**src/rtl/assert_macros.svh**
```systemverilog
// Assertion macros shared by the heap sort engine modules.
`ifndef ASSERT_MACROS_SVH
`define ASSERT_MACROS_SVH

// Same-cycle implication, sampled on clk, disabled during reset.
`define CHK_IMPL(label, ante, cons) \
    label: assert property (@(posedge clk) disable iff (!rst_n) (ante) |-> (cons)) \
        else $error("assertion failed in %m");

// Next-cycle implication, sampled on clk, disabled during reset.
`define CHK_NEXT(label, ante, cons) \
    label: assert property (@(posedge clk) disable iff (!rst_n) (ante) |=> (cons)) \
        else $error("assertion failed in %m");

`endif

```
**src/rtl/hse_pkg.sv**
```systemverilog
// Shared constants, types and datapath command codes of the heap sort engine.
package hse_pkg;

    localparam int DEPTH   = 64;
    localparam int ADDR_W  = $clog2(DEPTH);
    localparam int CNT_W   = $clog2(DEPTH + 1);
    localparam int CHILD_W = ADDR_W + 2;
    localparam int VALUE_W = 32;

    typedef logic signed [VALUE_W-1:0] value_t;
    typedef logic [ADDR_W-1:0]         addr_t;
    typedef logic [CNT_W-1:0]          count_t;

    // Datapath commands issued by the controller
    typedef enum logic [3:0] {
        OP_IDLE,
        OP_LOAD,
        OP_READ_K,
        OP_SIFT_START,
        OP_SIFT_READ,
        OP_SIFT_CMP,
        OP_NEXT_BUILD,
        OP_NEXT_EXT,
        OP_EXT_READ,
        OP_EXT_LOAD,
        OP_OUT_READ,
        OP_OUT_LOAD,
        OP_OUT_POP
    } op_t;

    // Datapath status seen by the controller
    typedef struct packed {
        logic multi;    // batch holds two or more values after this load
        logic leaf;     // sift position has no child inside the heap
        logic descend;  // larger child beats the sifted value
        logic k_zero;   // index counter is zero
        logic k_one;    // index counter is one
        logic out_last; // held result is the final one of the batch
    } stat_t;

endpackage

```
**src/rtl/heap_sort_engine.sv**
```systemverilog
// Top level of the heap sort engine: controller and datapath.
//
// Channel  Dir  Handshake          Payload
// s_*      in   s_tvalid/s_tready  s_tdata = value, s_tlast = last
// m_*      out  m_tvalid/m_tready  m_tdata = sorted_value, m_tlast = last_out,
//                                  m_tuser = overflow
//
// Loading accepts one request per cycle. After the last request the batch of n
// values is sorted: each sift reads both children through the registered RAM
// read, then compares; it descends one heap level at each compare that the
// larger child wins and ends at a leaf or a lost compare. Each result is then
// read from the heap, registered and held until the output takes it.
// No request is taken while a batch is sorted or emitted; reset (rst_n low)
// empties the batch, and the heap RAM needs no clearing pass.
module heap_sort_engine (
    input  logic        clk,
    input  logic        rst_n,
    input  logic        s_tvalid,
    output logic        s_tready,
    input  logic [31:0] s_tdata,  // [31:0] value
    input  logic        s_tlast,
    output logic        m_tvalid,
    input  logic        m_tready,
    output logic [31:0] m_tdata,  // [31:0] sorted_value
    output logic        m_tlast,
    output logic        m_tuser   // [0] overflow
);
    import hse_pkg::*;

    op_t    cmd;
    stat_t  stat;
    value_t out_data;

    hse_ctrl u_ctrl (
        .clk       (clk),
        .rst_n     (rst_n),
        .in_valid  (s_tvalid),
        .in_ready  (s_tready),
        .in_last   (s_tlast),
        .out_valid (m_tvalid),
        .out_ready (m_tready),
        .cmd       (cmd),
        .stat      (stat)
    );

    hse_datapath u_dp (
        .clk      (clk),
        .rst_n    (rst_n),
        .cmd      (cmd),
        .stat     (stat),
        .in_value (value_t'(s_tdata)),
        .in_last  (s_tlast),
        .out_data (out_data),
        .out_last (m_tlast),
        .out_ovf  (m_tuser)
    );

    assign m_tdata = out_data;

endmodule

```
**src/rtl/hse_ram.sv**
```systemverilog
// Generic RAM: one write port, two registered read ports.
module hse_ram #(
    parameter  int WIDTH = 32,
    parameter  int DEPTH = 64,
    localparam int AW    = (DEPTH > 1) ? $clog2(DEPTH) : 1
) (
    input  logic             clk,
    input  logic             we,
    input  logic [AW-1:0]    waddr,
    input  logic [WIDTH-1:0] wdata,
    input  logic [AW-1:0]    raddr0,
    output logic [WIDTH-1:0] rdata0,
    input  logic [AW-1:0]    raddr1,
    output logic [WIDTH-1:0] rdata1
);

    logic [WIDTH-1:0] mem [DEPTH];

    // Write, then register both reads
    always_ff @(posedge clk)
    begin
        if (we)
        begin
            mem[waddr] <= wdata;
        end
        rdata0 <= mem[raddr0];
        rdata1 <= mem[raddr1];
    end

endmodule

```
**src/rtl/hse_datapath.sv**
```systemverilog
// Heap sort datapath: heap RAM, counters, sift compare and result register.
`include "assert_macros.svh"
module hse_datapath (
    input  logic           clk,
    input  logic           rst_n,
    input  hse_pkg::op_t   cmd,
    output hse_pkg::stat_t stat,
    input  hse_pkg::value_t in_value,
    input  logic           in_last,
    output hse_pkg::value_t out_data,
    output logic           out_last,
    output logic           out_ovf
);
    import hse_pkg::*;

    count_t cnt_reg, cnt_next;
    logic   ovf_reg, ovf_next;
    count_t len_reg, len_next;
    addr_t  k_reg, k_next;
    addr_t  pos_reg, pos_next;
    value_t val_reg, val_next;
    value_t out_data_reg, out_data_next;
    logic   out_last_reg, out_last_next;
    logic   out_ovf_reg, out_ovf_next;

    logic               we;
    addr_t              waddr, raddr0, raddr1;
    logic [VALUE_W-1:0] wdata, rdata0, rdata1;

    logic [CHILD_W-1:0] lc, rc, len_ext;
    logic               rc_ok, pick_rc, not_full, descend;
    count_t             cnt_inc;
    value_t             big_val;
    addr_t              big_idx;

    hse_ram #(.WIDTH(VALUE_W), .DEPTH(DEPTH)) u_ram (
        .clk    (clk),
        .we     (we),
        .waddr  (waddr),
        .wdata  (wdata),
        .raddr0 (raddr0),
        .rdata0 (rdata0),
        .raddr1 (raddr1),
        .rdata1 (rdata1)
    );

    // Child indexes and the larger-child compare
    always_comb
    begin
        lc       = {1'b0, pos_reg, 1'b1};
        rc       = {1'b0, pos_reg, 1'b0} + CHILD_W'(2);
        len_ext  = CHILD_W'(len_reg);
        rc_ok    = rc < len_ext;
        pick_rc  = rc_ok && ($signed(rdata1) > $signed(rdata0));
        big_val  = pick_rc ? value_t'(rdata1) : value_t'(rdata0);
        big_idx  = pick_rc ? rc[ADDR_W-1:0] : lc[ADDR_W-1:0];
        descend  = big_val > val_reg;
        not_full = cnt_reg < CNT_W'(DEPTH);
        cnt_inc  = not_full ? cnt_reg + CNT_W'(1) : cnt_reg;
    end

    // Status toward the controller
    always_comb
    begin
        stat.multi    = cnt_inc >= CNT_W'(2);
        stat.leaf     = lc >= len_ext;
        stat.descend  = descend;
        stat.k_zero   = k_reg == '0;
        stat.k_one    = k_reg == ADDR_W'(1);
        stat.out_last = out_last_reg;
    end

    // RAM ports and register updates per command
    always_comb
    begin
        we            = 1'b0;
        waddr         = pos_reg;
        wdata         = val_reg;
        raddr0        = k_reg;
        raddr1        = k_reg;
        cnt_next      = cnt_reg;
        ovf_next      = ovf_reg;
        len_next      = len_reg;
        k_next        = k_reg;
        pos_next      = pos_reg;
        val_next      = val_reg;
        out_data_next = out_data_reg;
        out_last_next = out_last_reg;
        out_ovf_next  = out_ovf_reg;
        case (cmd)
            OP_LOAD:
            begin
                if (not_full)
                begin
                    we    = 1'b1;
                    waddr = cnt_reg[ADDR_W-1:0];
                    wdata = in_value;
                end
                else
                begin
                    ovf_next = 1'b1;
                end
                cnt_next = cnt_inc;
                if (in_last)
                begin
                    len_next = cnt_inc;
                    k_next   = stat.multi ? ADDR_W'((cnt_inc >> 1) - CNT_W'(1)) : '0;
                end
            end
            OP_READ_K:
            begin
                raddr0 = k_reg;
            end
            OP_SIFT_START:
            begin
                val_next = value_t'(rdata0);
                pos_next = k_reg;
            end
            OP_SIFT_READ:
            begin
                raddr0 = lc[ADDR_W-1:0];
                raddr1 = rc_ok ? rc[ADDR_W-1:0] : lc[ADDR_W-1:0];
                if (stat.leaf)
                begin
                    we = 1'b1;
                end
            end
            OP_SIFT_CMP:
            begin
                we = 1'b1;
                if (descend)
                begin
                    wdata    = big_val;
                    pos_next = big_idx;
                end
            end
            OP_NEXT_BUILD:
            begin
                k_next = stat.k_zero ? ADDR_W'(len_reg - CNT_W'(1)) : k_reg - ADDR_W'(1);
            end
            OP_NEXT_EXT:
            begin
                k_next = stat.k_one ? '0 : k_reg - ADDR_W'(1);
            end
            OP_EXT_READ:
            begin
                raddr0 = '0;
                raddr1 = k_reg;
            end
            OP_EXT_LOAD:
            begin
                // Swap root to the end, shrink the heap, sift the old tail
                we       = 1'b1;
                waddr    = k_reg;
                wdata    = rdata0;
                val_next = value_t'(rdata1);
                pos_next = '0;
                len_next = CNT_W'(k_reg);
            end
            OP_OUT_READ:
            begin
                raddr0 = k_reg;
            end
            OP_OUT_LOAD:
            begin
                out_data_next = value_t'(rdata0);
                out_last_next = (CNT_W'(k_reg) + CNT_W'(1)) == cnt_reg;
                out_ovf_next  = ovf_reg;
            end
            OP_OUT_POP:
            begin
                if (out_last_reg)
                begin
                    cnt_next = '0;
                    ovf_next = 1'b0;
                end
                else
                begin
                    k_next = k_reg + ADDR_W'(1);
                end
            end
            default:
            begin
                we = 1'b0;
            end
        endcase
    end

    // Control registers
    always_ff @(posedge clk or negedge rst_n)
    begin
        if (!rst_n)
        begin
            cnt_reg      <= '0;
            ovf_reg      <= 1'b0;
            len_reg      <= '0;
            k_reg        <= '0;
            pos_reg      <= '0;
            out_last_reg <= 1'b0;
        end
        else
        begin
            cnt_reg      <= cnt_next;
            ovf_reg      <= ovf_next;
            len_reg      <= len_next;
            k_reg        <= k_next;
            pos_reg      <= pos_next;
            out_last_reg <= out_last_next;
        end
    end

    // Payload registers
    always_ff @(posedge clk)
    begin
        val_reg      <= val_next;
        out_data_reg <= out_data_next;
        out_ovf_reg  <= out_ovf_next;
    end

    assign out_data = out_data_reg;
    assign out_last = out_last_reg;
    assign out_ovf  = out_ovf_reg;

    `CHK_IMPL(a_cnt_range, 1'b1, cnt_reg <= CNT_W'(DEPTH))
    `CHK_NEXT(a_ovf_on_full, (cmd == OP_LOAD) && !not_full, ovf_reg)
    `CHK_NEXT(a_clear_after_batch, (cmd == OP_OUT_POP) && out_last_reg, (cnt_reg == '0) && !ovf_reg)

endmodule

```
**src/rtl/hse_ctrl.sv**
```systemverilog
// Heap sort controller: load, heap build, extraction and output sequencing.
`include "assert_macros.svh"
module hse_ctrl (
    input  logic           clk,
    input  logic           rst_n,
    input  logic           in_valid,
    output logic           in_ready,
    input  logic           in_last,
    output logic           out_valid,
    input  logic           out_ready,
    output hse_pkg::op_t   cmd,
    input  hse_pkg::stat_t stat
);
    import hse_pkg::*;

    typedef enum logic [10:0] {
        ST_LOAD     = 11'b000_0000_0001,
        ST_BUILD_RD = 11'b000_0000_0010,
        ST_BUILD_LD = 11'b000_0000_0100,
        ST_SIFT_RD  = 11'b000_0000_1000,
        ST_SIFT_CMP = 11'b000_0001_0000,
        ST_NEXT     = 11'b000_0010_0000,
        ST_EXT_RD   = 11'b000_0100_0000,
        ST_EXT_LD   = 11'b000_1000_0000,
        ST_OUT_RD   = 11'b001_0000_0000,
        ST_OUT_LD   = 11'b010_0000_0000,
        ST_OUT_WAIT = 11'b100_0000_0000
    } state_t;

    state_t state_reg, state_next;
    logic   build_reg, build_next;

    // Sequence the phases and issue one datapath command per cycle
    always_comb
    begin
        state_next = state_reg;
        build_next = build_reg;
        cmd        = OP_IDLE;
        in_ready   = 1'b0;
        out_valid  = 1'b0;
        case (state_reg)
            ST_LOAD:
            begin
                in_ready = 1'b1;
                if (in_valid)
                begin
                    cmd = OP_LOAD;
                    if (in_last)
                    begin
                        build_next = 1'b1;
                        state_next = stat.multi ? ST_BUILD_RD : ST_OUT_RD;
                    end
                end
            end
            ST_BUILD_RD:
            begin
                cmd        = OP_READ_K;
                state_next = ST_BUILD_LD;
            end
            ST_BUILD_LD:
            begin
                cmd        = OP_SIFT_START;
                state_next = ST_SIFT_RD;
            end
            ST_SIFT_RD:
            begin
                cmd        = OP_SIFT_READ;
                state_next = stat.leaf ? ST_NEXT : ST_SIFT_CMP;
            end
            ST_SIFT_CMP:
            begin
                cmd        = OP_SIFT_CMP;
                state_next = stat.descend ? ST_SIFT_RD : ST_NEXT;
            end
            ST_NEXT:
            begin
                if (build_reg)
                begin
                    cmd = OP_NEXT_BUILD;
                    if (stat.k_zero)
                    begin
                        build_next = 1'b0;
                        state_next = ST_EXT_RD;
                    end
                    else
                    begin
                        state_next = ST_BUILD_RD;
                    end
                end
                else
                begin
                    cmd        = OP_NEXT_EXT;
                    state_next = stat.k_one ? ST_OUT_RD : ST_EXT_RD;
                end
            end
            ST_EXT_RD:
            begin
                cmd        = OP_EXT_READ;
                state_next = ST_EXT_LD;
            end
            ST_EXT_LD:
            begin
                cmd        = OP_EXT_LOAD;
                state_next = ST_SIFT_RD;
            end
            ST_OUT_RD:
            begin
                cmd        = OP_OUT_READ;
                state_next = ST_OUT_LD;
            end
            ST_OUT_LD:
            begin
                cmd        = OP_OUT_LOAD;
                state_next = ST_OUT_WAIT;
            end
            ST_OUT_WAIT:
            begin
                out_valid = 1'b1;
                if (out_ready)
                begin
                    cmd        = OP_OUT_POP;
                    state_next = stat.out_last ? ST_LOAD : ST_OUT_RD;
                end
            end
            default:
            begin
                state_next = ST_LOAD;
            end
        endcase
    end

    // Hold state and phase
    always_ff @(posedge clk or negedge rst_n)
    begin
        if (!rst_n)
        begin
            state_reg <= ST_LOAD;
            build_reg <= 1'b0;
        end
        else
        begin
            state_reg <= state_next;
            build_reg <= build_next;
        end
    end

    `CHK_IMPL(a_cmp_after_read, state_reg == ST_SIFT_CMP, $past(state_reg) == ST_SIFT_RD)

endmodule
```
**config.mk**
```make
export PLATFORM = sky130hd
export DESIGN_NAME = heap_sort_engine
export DESIGN_NICKNAME = d
export VERILOG_FILES = /design/src/rtl/hse_pkg.sv /design/src/rtl/heap_sort_engine.sv /design/src/rtl/hse_ram.sv /design/src/rtl/hse_datapath.sv /design/src/rtl/hse_ctrl.sv
export VERILOG_INCLUDE_DIRS = /design/src /design/src/rtl
export SDC_FILE = /design/constraint.sdc
export NUM_CORES = 2
export LEC_CHECK = 0
export BUFFER_PORTS_ARGS = -buffer_cell sky130_fd_sc_hd__buf_2
export CORE_MARGIN = 4
export CORE_UTILIZATION = 35
export CTS_BUF_LIST = sky130_fd_sc_hd__clkbuf_8
export DETAILED_ROUTE_END_ITERATION = 10
export GPL_TIMING_DRIVEN = 1
export HOLD_SLACK_MARGIN = 0.15
export PLACE_DENSITY = 0.46
export SETUP_SLACK_MARGIN = 0.2
export SYNTH_ARGS = -nofsm -noshare
export SYNTH_HDL_FRONTEND = slang
export SYNTH_SLANG_ARGS = --single-unit
```
**constraint.sdc**
```tcl
create_clock -name clk -period 9.6 [get_ports clk]
set_clock_uncertainty 0.05 [all_clocks]
set_input_delay 2.4 -clock clk [delete_from_list [all_inputs] [get_ports clk]]
set_output_delay 2.4 -clock clk [all_outputs]
set_load 0.01 [all_outputs]
```
==> impl_metrics.toml <==
[critical_path]
cp.arrival_ns = 9.20
slowest_stage = "a221o_2"
critPathTopFamily = "simple AND/OR/NAND/NOR gates"
ff2ff_setup_slack_ns = 1.19
crit_path_max_incr_delay_ns = 0.88
startpoint_type = "register"
path_cells = "ha_1, nand3_1, xnor2_1, ha_1, a211oi_1, nor2b_1, a21o_1, nand3_1, a211o_2, mux2_2, ha_1, nand4_1, or3_1, or3_1, nor4_1, o31ai_1, nand3_1, mux2i_1, and2_1, a221o_2, buf_4"
cp.buffers_inverters = 1
cp-end-kind = "register"
path_class = "reg -> reg"
cp_data_required_time_ns = 10.39
critPathMaxFanout = 35

[global_routing]
grt_util_met1_pct = 38.2
grt_antenna_before_repair = 41
busiest_layer = "met2"
overflow = 0
grt_usage_pct = 28.6
use_met3_pct = 7.24
grt_util_met2_pct = 44.3
grt_pass1_wl_mm = 655
grt_max_degree = 142
grt_pass1_vias = 85567

[floorplan]
die_height_um = 564
dieArea_um2 = 318000
dieWidth_um = 564
io_pins = 73
initial_core_util_pct = 35.3
core_um2 = 307000
rows = 203

[finish]
largest_reg_flops = 2048
finalNonFillerCells = 14650
fill_cells = 29365
area_growth_pct = 12.7
final_area_um2 = 122000
top_register = "u_dp.u_ram.mem"
layout.nets = 10322
finalCoreUtilization_pct = 39.7
final_cell_mix = "nand2_1, edfxtp_1, nand3_1"
post_route_cells_drive_above_1_share_pct = 10.8
final_common_cell = "nand2_1"

[detailed_routing]
drtIter0Drc = 12211
detail_route.first_pass.iterations = 9
routed_wirelength_mm = 473
antenna_left = 0
avgViaCountPerCell = 6.16
wl_per_cell_um = 32.3
drc = 0
vias = 90249

[place]
place_inst = 13909
hpwlAfterDp_mm = 275
place_area_um2 = 114000
place.port_buffers = 72
place_congestion = 0.900
place_ws_ns = 1.15

[yosys]
post_synth_instance_area_um2 = 108000
yosysSeqAreaShare_pct = 60.8
synth_edf_count = 2113
netlist_instances = 10244
synthDistinctLibCells = 91
synth_nets = 10364
ys_dominant_reg_cell = "edfxtp_1"
ys_warn_count = 0
synth_async_sr_flop_share_pct = 1.80
synth-seq-cells = 2217
synth.avg_cell_area_um2 = 10.6

[clock_tree]
clk_pin_slew_worst_paths_ns = 0.07
ctsHoldBuffers = 0
ctsResizeCount = 0
numCtsBuffers = 391
root_buffer = "clkbuf_8"
cts_tree = "yes"
h-tree-depth = 5
cts_max_path_buffers = 4
numClockSinks = 2217
postCtsSetupBuffers = 0
clk_latency_ns = 1.11

[sta]
period_needed_ns = 8.41
hold_viol_final = 0
tightest_slew_ns = 1.53
max_freq_mhz = 119
setup_viol_count_final = 0
fin_crit_sh_pct = 87.6
slew_viol_final = 9
hold_slack_ns = 0.431
rsz0062_at_grt = "no"
fin_tns_setup_ns = 0
slew_headroom_pct = -2.15
setup_ws_ns = 1.19

[run_status]
outcome = "finished with violations"
violations = "slew limit"

[flow_run]
maxCapViolations = 0

[power]
ir_worst_vdd_mv = 0.269
p_leak_nw = 43.4
p_per_area_nw_per_um2 = 348
p_total_mw = 42.5

[hold_path]
hp-class = "reg -> reg"
[cell usage after synthesis (6+ instances only)]
cell,instances,share of area [%]
buf_2,140,0.65
nor4_1,16,0.093
xor2_1,12,0.097
a22o_1,108,0.87
buf_1,133,0.46
and3_1,286,1.7
a311oi_1,289,2.3
a221o_1,38,0.35
o31ai_1,27,0.19
nor3_1,29,0.13
o21a_1,11,0.076
inv_1,87,0.30
nand2_1,3236,11
a21oi_1,301,1.4
mux2_2,34,0.35
o21ai_0,191,0.88
dfrtp_1,39,0.90
mux2i_1,273,2.5
nand4_1,74,0.43
mux4_2,40,0.83
a21o_1,31,0.22
o22ai_1,67,0.39
nor2b_1,10,0.058
a222oi_1,18,0.17
a2111oi_0,22,0.18
nor2_1,135,0.47
and2_1,7,0.041
nand3_1,1074,5.0
or3_1,6,0.035
nand2b_1,9,0.052
a22oi_1,56,0.39
a32oi_1,99,0.80
o221ai_1,42,0.34
clkbuf_1,546,1.9
dfxtp_1,64,1.2
a211oi_1,93,0.65
edfxtp_1,2113,59
xnor2_1,23,0.19
a31oi_1,239,1.4
o32a_1,22,0.20
ha_1,83,0.96
o2111ai_1,7,0.057
o211ai_1,33,0.23
[cell type report]
class / count / area [µm²] / area share [%]
sequential: 2217 / 65700 / 53.9
inverter: 88 / 330 / 0.271
clock inverter: 313 / 2040 / 1.67
timing repair buffer: 391 / 3420 / 2.81
multi-input combinational: 7113 / 39600 / 32.5
tap: 4100 / 5130 / 4.21
clock buffer: 401 / 5520 / 4.53
antenna: 27 / 67.6 / 0.0554
[path summary, 6_finish.rpt]
path                                       from               endpoint  cells past startpoint
worst min register to register     u_dp.ovf_reg           u_dp.out_ovf                      0
worst min-delay path               u_dp.ovf_reg           u_dp.out_ovf                      0
max in group asynchronous                 rst_n    u_ctrl.state_reg[6]                      1
worst max-delay path            u_dp.pos_reg[1]  u_dp.u_ram.mem[10][4]                     21
worst max register to register  u_dp.pos_reg[1]  u_dp.u_ram.mem[10][4]                     21
min in group asynchronous                 rst_n          u_dp.k_reg[0]                      1
[logic make-up (layout without fill, tap and decap cells)]
| kind of cell | after synthesis | count (layout) | synth area share, % |
|---|---|---|---|
| and+or+nand+nor | 4913 | 4913 | 19.4 |
| adders and majority gates | 83 | 83 | 0.961 |
| xor gates and xnor gates | 35 | 35 | 0.284 |
| buffers and inverters | 914 | 1193 | 3.37 |
| AOI/OAI and AO/OA | 1735 | 1735 | 11.5 |
| muxes | 347 | 347 | 3.71 |
| DFF | 2217 | 2217 | 60.8 |
| other | 0 | 27 | 0 |
[per-layer routing]
metal  share of wire [%]  wire length (µm)
met5               0.038               180
met4                 4.5             21300
met3                  11             52400
met2                  44            209000
met1                  40            190000
[power breakdown]
group          internal, mW  leakage [nW]  switching [mW]  total (mW)
sequential             12.3          20.1           0.343        12.6
combinational          5.48          18.9            15.6        21.1
clock                  4.54          4.37            4.20        8.74
total                  22.3          43.4            20.1        42.5
(Power assumes the default switching activity.)
